<file path="src/hdl/ucvd_pkg.sv">
// ============================================================================
// ucvd_pkg
// Types and helpers shared by the UTF-8 validating decoder
// ============================================================================
package ucvd_pkg;

  // acceptance automaton states; lead state is implicit (first byte)
  typedef enum logic [3:0] {
    ST_TAIL1  = 4'd1,  // one continuation byte left, any 80..BF
    ST_E0     = 4'd2,  // after E0: needs A0..BF
    ST_GEN3   = 4'd3,  // after E1..EC, EE, EF, or 4-byte second byte
    ST_ED     = 4'd4,  // after ED: needs 80..9F (no surrogates)
    ST_F0     = 4'd5,  // after F0: needs 90..BF
    ST_GEN4   = 4'd6,  // after F1..F3
    ST_F4     = 4'd7,  // after F4: needs 80..8F
    ST_ACCEPT = 4'd8,
    ST_FAIL   = 4'd9
  } ucvd_st_t;

  // lead byte summary handed from the lead decoder to the pipeline
  typedef struct packed {
    ucvd_st_t   st;     // state after the lead byte
    logic [2:0] width;  // length announced by the lead byte
    logic [2:0] avail;  // available bytes, clamped to 1..4
  } ucvd_lead_t;

  localparam logic [7:0] CONT_MASK = 8'h3F;

  // next state after a continuation byte
  function automatic ucvd_st_t cont_next(input ucvd_st_t st, input logic [7:0] b);
    ucvd_st_t nxt;
    nxt = ST_FAIL;
    unique case (st)
      ST_TAIL1: if (b >= 8'h80 && b <= 8'hBF) nxt = ST_ACCEPT;
      ST_E0:    if (b >= 8'hA0 && b <= 8'hBF) nxt = ST_TAIL1;
      ST_GEN3:  if (b >= 8'h80 && b <= 8'hBF) nxt = ST_TAIL1;
      ST_ED:    if (b >= 8'h80 && b <= 8'h9F) nxt = ST_TAIL1;
      ST_F0:    if (b >= 8'h90 && b <= 8'hBF) nxt = ST_GEN3;
      ST_GEN4:  if (b >= 8'h80 && b <= 8'hBF) nxt = ST_GEN3;
      ST_F4:    if (b >= 8'h80 && b <= 8'h8F) nxt = ST_GEN3;
      default:  nxt = ST_FAIL;
    endcase
    return nxt;
  endfunction

endpackage

</file>
<file path="src/hdl/ucvd_lead.sv">
// ============================================================================
// ucvd_lead
// Lead byte decoder: first automaton step, announced length, clamped count
// ============================================================================
module ucvd_lead
  import ucvd_pkg::*;
(
  input  logic [7:0]  byte_0,
  input  logic [2:0]  avail_count,
  output ucvd_lead_t  lead
);

  always_comb begin
    // first automaton step on the lead byte
    unique case (byte_0) inside
      [8'h00:8'h7F]:               lead.st = ST_ACCEPT;
      [8'hC2:8'hDF]:               lead.st = ST_TAIL1;
      8'hE0:                       lead.st = ST_E0;
      8'hED:                       lead.st = ST_ED;
      [8'hE1:8'hEC], [8'hEE:8'hEF]: lead.st = ST_GEN3;
      8'hF0:                       lead.st = ST_F0;
      [8'hF1:8'hF3]:               lead.st = ST_GEN4;
      8'hF4:                       lead.st = ST_F4;
      default:                     lead.st = ST_FAIL;
    endcase

    // announced length, used only when the lead byte starts a multi-byte sequence
    if (byte_0 >= 8'hF0) begin
      lead.width = 3'd4;
    end else if (byte_0 >= 8'hE0) begin
      lead.width = 3'd3;
    end else if (byte_0 >= 8'hC0) begin
      lead.width = 3'd2;
    end else begin
      lead.width = 3'd1;
    end

    // zero counts as one, anything above four as four
    if (avail_count == 3'd0) begin
      lead.avail = 3'd1;
    end else if (avail_count > 3'd4) begin
      lead.avail = 3'd4;
    end else begin
      lead.avail = avail_count;
    end
  end

endmodule

</file>
<file path="src/hdl/utf8_char_validate_decode_top.sv">
// ============================================================================
// utf8_char_validate_decode_top
// Strict UTF-8 validating decoder, three-stage pipeline
// ============================================================================
// Usage: present up to four bytes starting at a candidate character on
// byte_0..byte_3 with avail_count (1..4) on the input channel. One result
// per transfer comes out on the output channel: scan_result 1..4 is the
// length of a valid character, 0 marks an invalid sequence, -1..-3 a cut
// short sequence with that many bytes missing. code_point holds the scalar
// value for a valid character and zero otherwise.
// Path: an input transfer is registered in stage 1, then stage 2, then
// the stage 3 output register, which drives out_valid.
// Throughput: one character per cycle while out_ready holds; stage 1
// decodes the lead byte, stage 2 runs the automaton over the continuation
// bytes, stage 3 assembles the code point and holds the output register.
// Each stage has its own valid bit and advances whenever it is empty or
// the next stage advances, so bubbles are squeezed out and a stalled
// receiver backs pressure up stage by stage with nothing lost or repeated.
// Reset clears all valid bits; no items are in flight afterwards.
// ============================================================================
module utf8_char_validate_decode_top
  import ucvd_pkg::*;
(
  input  logic               clk,
  input  logic               rst,
  input  logic               in_valid,
  output logic               in_ready,
  input  logic [7:0]         byte_0,
  input  logic [7:0]         byte_1,
  input  logic [7:0]         byte_2,
  input  logic [7:0]         byte_3,
  input  logic [2:0]         avail_count,
  output logic               out_valid,
  input  logic               out_ready,
  output logic signed [3:0]  scan_result,
  output logic [20:0]        code_point
);

  // stage registers
  logic              v1, v2, v3;
  ucvd_lead_t        lead1;
  logic [3:0][7:0]   bytes1, bytes2;
  logic signed [3:0] res2;

  logic       rdy1, rdy2, rdy3;
  ucvd_lead_t lead_in;

  // per-stage advance: empty or the next stage moves
  assign rdy3     = !v3 || out_ready;
  assign rdy2     = !v2 || rdy3;
  assign rdy1     = !v1 || rdy2;
  assign in_ready = rdy1;

  ucvd_lead u_lead (
    .byte_0      (byte_0),
    .avail_count (avail_count),
    .lead        (lead_in)
  );

  // stage 1: lead byte decode
  always_ff @(posedge clk) begin
    if (rst) begin
      v1 <= 1'b0;
    end else if (rdy1) begin
      v1 <= in_valid;
    end
    if (rdy1 && in_valid) begin
      lead1  <= lead_in;
      bytes1 <= {byte_3, byte_2, byte_1, byte_0};
    end
  end

  // stage 2 logic: walk the continuation bytes in order
  logic signed [3:0] res_next;
  always_comb begin
    ucvd_st_t st;
    logic     done;
    st       = lead1.st;
    done     = 1'b1;
    res_next = 4'sd0;
    if (st == ST_FAIL) begin
      res_next = 4'sd0;
    end else if (st == ST_ACCEPT) begin
      res_next = 4'sd1;
    end else if (lead1.avail <= 3'd1) begin
      res_next = 4'sd1 - $signed({1'b0, lead1.width});
    end else begin
      done = 1'b0;
    end
    for (int k = 1; k < 4; k++) begin
      if (!done) begin
        st = cont_next(st, bytes1[k]);
        if (st == ST_FAIL) begin
          res_next = 4'sd0;
          done     = 1'b1;
        end else if (st == ST_ACCEPT) begin
          res_next = 4'(k + 1);
          done     = 1'b1;
        end else if (32'(lead1.avail) <= k + 1) begin
          res_next = 4'(k + 1) - $signed({1'b0, lead1.width});
          done     = 1'b1;
        end
      end
    end
  end

  always_ff @(posedge clk) begin
    if (rst) begin
      v2 <= 1'b0;
    end else if (rdy2) begin
      v2 <= v1;
    end
    if (rdy2 && v1) begin
      res2   <= res_next;
      bytes2 <= bytes1;
    end
  end

  // stage 3 logic: assemble the scalar value
  logic [20:0] cp_next;
  always_comb begin
    case (res2)
      4'sd1:   cp_next = {13'd0, bytes2[0]};
      4'sd2:   cp_next = {10'd0, bytes2[0][4:0], bytes2[1][5:0]};
      4'sd3:   cp_next = {5'd0, bytes2[0][3:0], bytes2[1][5:0], bytes2[2][5:0]};
      4'sd4:   cp_next = {bytes2[0][2:0], bytes2[1][5:0], bytes2[2][5:0],
                          bytes2[3] [5:0] & CONT_MASK[5:0]};
      default: cp_next = 21'd0;
    endcase
  end

  always_ff @(posedge clk) begin
    if (rst) begin
      v3 <= 1'b0;
    end else if (rdy3) begin
      v3 <= v2;
    end
    if (rdy3 && v2) begin
      scan_result <= res2;
      code_point  <= cp_next;
    end
  end

  assign out_valid = v3;

endmodule

</file>
<file path="config.mk">
export PLATFORM = sky130hd
export DESIGN_NAME = utf8_char_validate_decode_top
export DESIGN_NICKNAME = d
export VERILOG_FILES = /design/src/hdl/ucvd_pkg.sv /design/src/hdl/ucvd_lead.sv /design/src/hdl/utf8_char_validate_decode_top.sv
export SDC_FILE = /design/constraint.sdc
export NUM_CORES = 1
export LEC_CHECK = 0
export BUFFER_PORTS_ARGS = -buffer_cell sky130_fd_sc_hd__buf_2
export CAP_MARGIN = 40
export CORE_ASPECT_RATIO = 0.9
export CORE_MARGIN = 8
export CORE_UTILIZATION = 56
export CTS_BUF_LIST = sky130_fd_sc_hd__clkbuf_16
export DETAILED_ROUTE_END_ITERATION = 7
export PLACE_DENSITY = 0.79
export SYNTH_ARGS = -nofsm -noshare
export SYNTH_HDL_FRONTEND = slang
export SYNTH_HIERARCHICAL = 1
export SYNTH_SLANG_ARGS = --single-unit
export TNS_END_PERCENT = 100
</file>
<file path="constraint.sdc">
create_clock -name clk -period 4 [get_ports clk]
set_input_delay 0 -clock clk [delete_from_list [all_inputs] [get_ports clk]]
set_output_delay 0 -clock clk [all_outputs]
set_load 0.02 [all_outputs]
</file>
==> flow_summary.ini <==
[clock_network]
cts_setup_buffers = 0
path_clk_slew_ns = 0.06
clock-sinks = 100
htreeDepth = 3
cts_resized = 0
worstSkewPairLatency_ns = 0.34
clockBufferDepth = 2
cts_tree = built
root_buffer = clkbuf_16
cts_buffers = 9

[timing]
finalHoldViolations = 0
rsz0062_at_grt = no
finalCritPeriodShare_pct = 56.4
tns_ns = 0
relSlewSlack_pct = 49.2
finalMaxSlewViolations = 0
setup_violations = 0
finalCriticalPeriod_ns = 2.26
fin_skew_ns = 0.0103
fmax_mhz = 443
tightestPinTransition_ns = 0.761

[place]
port_buffers = 65
dp_hpwl_um = 5280
place.gp.congestion = 1.00

[route]
post-route-drc-count = 0
ant_nets = 0
vias_per_cell = 5.83
routed_wl_um = 8670
vias = 2815
first_pass_iters = 6
wire_per_inst_um = 18.0
drt_iter0_markers = 209

[power_and_ir_drop]
p_leak_nw = 1.96
power.density_nw_per_um2 = 451
clock_power_share_pct = 38.7
p_comb_share_pct = 8.4
p_total_w = 0.00239
p_seq_share_pct = 52.9
switching_share_pct = 22.1
peakVddDrop_v = 0.000226
p_sw_w = 0.000530
intPower_w = 0.00187

[die]
start_util_pct = 58.2
dieArea_um2 = 10400
core_um2 = 7110
io_pins = 66
die_w_um = 107
fp.dieH_um = 97.5
rows = 29

[global_route]
grt_use_total_pct = 17.2
grt_pass1_wl_um = 14000
antenna_found_initial = 0
grt_pass1_vias = 2830
grt_max_degree = 43
overflow = 0

[layout]
drive_gt1_share_pct = 26.2
diodes = 0
final_cell_mix = edfxtp_1, buf_2, dlygate4sd3_1
nets = 428
multi_input_area_um2 = 1090
final_common_cell = edfxtp_1
final.fill_count = 449
area.growth.synth_to_final_pct = 28.3
regArea_um2 = 2970

[critical_path]
startpoint_type = flip-flop
path_buf_inv = 0
crit_family = simple AND/OR/NAND/NOR gates
end_kind = flip-flop
cp_max_fo = 7
crit_chain = nor3b_1, nand4_1, nor2b_1, o311a_4, o2111ai_2, o21ai_1
cp_data_required_time_ns = 4.08
crit_slowest_cell = nor3b_1
critPathMaxStageDelay_ns = 0.54
setup.worst_path.class = flip-flop to flip-flop
arrival_ns = 2.34

[run_status]
outcome = complete, no violations

[yosys]
yosysUniqueCellTypes = 60
post_synth_inst_count = 276
yosysWarnings = 6
ys.flop_type = edfxtp_1
ys_seq_elements = 100
synth_edf_count = 97
syn_area_um2 = 4140
async_flop_share_pct = 0
synthesis.nets = 319
ys_seq_area_share_pct = 71.9
synth_area_per_cell_um2 = 15.0

[hold_path]
hp-class = input pin to flip-flop

[run]
maxCapViolCount = 0
-- Yosys cell counts, types with 2 or more instances --
library cell	instances	area, um2
a41oi_1	2	17.5
a222oi_1	11	110
ha_1	4	50.1
o21ai_0	4	20.0
inv_2	2	7.51
nand4_1	3	18.8
nand3_1	3	15.0
a311oi_1	2	17.5
nor4b_1	2	17.5
nor3_1	3	15.0
nand2_1	20	75.1
and2_1	5	31.3
a32oi_1	2	17.5
clkbuf_1	6	22.5
o2111ai_1	2	17.5
o31ai_1	2	15.0
nand2b_1	2	12.5
nand3b_1	3	22.5
dfxtp_1	3	60.1
nor2_1	14	52.6
o32ai_1	2	17.5
nor2b_1	6	37.5
a31oi_1	5	31.3
a22o_1	5	43.8
edfxtp_1	97	2910
o21ai_1	4	20.0
a21oi_1	10	50.1
a21o_1	4	30.0
a21boi_0	3	22.5
inv_1	13	48.8
buf_2	2	10.0
nor3b_1	2	15.0
-- power by group through the flow --
stage | registers [W] | clock network (W) | logic (W)
4_1_cts | 0.00126 | 0.000925 | 0.000194
6_report | 0.00127 | 0.000928 | 0.000201
3_3_place_gp | 0.00128 | 0 | 0.000161
2_1_floorplan | 0.00128 | 0 | 0.000101
5_1_grt | 0.00127 | 0.000974 | 0.000218
3_5_place_dp | 0.00129 | 0 | 0.000166
-- worst register-to-register path, delay by kind of cell, from the launching register on --
kind	cells	cell delay [ns]
simple gates	3	0.92
compound gates	3	0.61
flops	1	0.47
-- metal layers --
metal | track usage, % | share of wire [%] | vias up
li1 | - | - | 1314
met1 | 19.2 | 39 | 1342
met2 | 29.0 | 50 | 131
met3 | 4.24 | 7.3 | 28
met4 | 9.84 | 3.5 | 0
met5 | 0 | 0 | -
-- per-stage QoR --
stage | hold WS [ns] | worst slack (ns) | util (%) | instance area [um2] | std cells
2_1_floorplan | 0.0691 | 0.734 | - | 4140 | 276
3_3_place_gp | 0.177 | 1.98 | 64.7 | 4600 | 429
3_5_place_dp | 0.178 | 1.91 | 64.9 | 4610 | 430
4_1_cts | 0.0565 | 1.90 | 74.6 | 5310 | 483
5_1_grt | 0.136 | 1.64 | 74.6 | 5310 | 483
6_report | 0.0954 | 1.74 | 74.6 | 5310 | 483
-- timing repair --
| item | CTS | global route |
|---|---|---|
| hold buffers | 37 | 0 |
| hold endpoints to repair | 38 | 0 |
| endpoints found under the setup margin | 0 | 0 |
-- state kept, by name, summed over array words and instances, names as in the netlist --
| name | count |
|---|---|
| code_point | 21 |
| lead1 | 10 |
| scan_result | 4 |
| out_valid | 1 |
| res2 | 4 |
| v1 | 1 |
| bytes1 | 32 |
| bytes2 | 26 |
| v2 | 1 |
-- cell type report --
type / instances / area share, %
multi-input combinational: 151 / 20.5
inverter: 15 / 1.06
clock inverter: 7 / 1.86
timing repair buffer: 108 / 14.1
sequential: 100 / 56.0
clock buffer: 9 / 4.24
tap: 93 / 2.19
-- cells by family after synthesis --
logic type	Yosys count	synth area share [%]
AO/OA/AOI/OAI	71	13.9
XOR/XNOR	1	0.212
adder cells (fa/ha/maj)	4	1.21
buffers and inverters	25	2.60
flip-flops	100	71.9
AND/OR/NAND/NOR	75	10.2
-- final timing paths --
path	from	slack, ns	cells after the start	endpoint
worst max register to register	lead1[9]	1.74	6	res2[1]
worst min-delay path	out_ready	0.1	4	out_valid
worst min register to register	bytes1[11]	0.41	0	bytes2[11]
worst max-delay path	lead1[9]	1.74	6	res2[1]
Power figures use the tool's default switching activity.
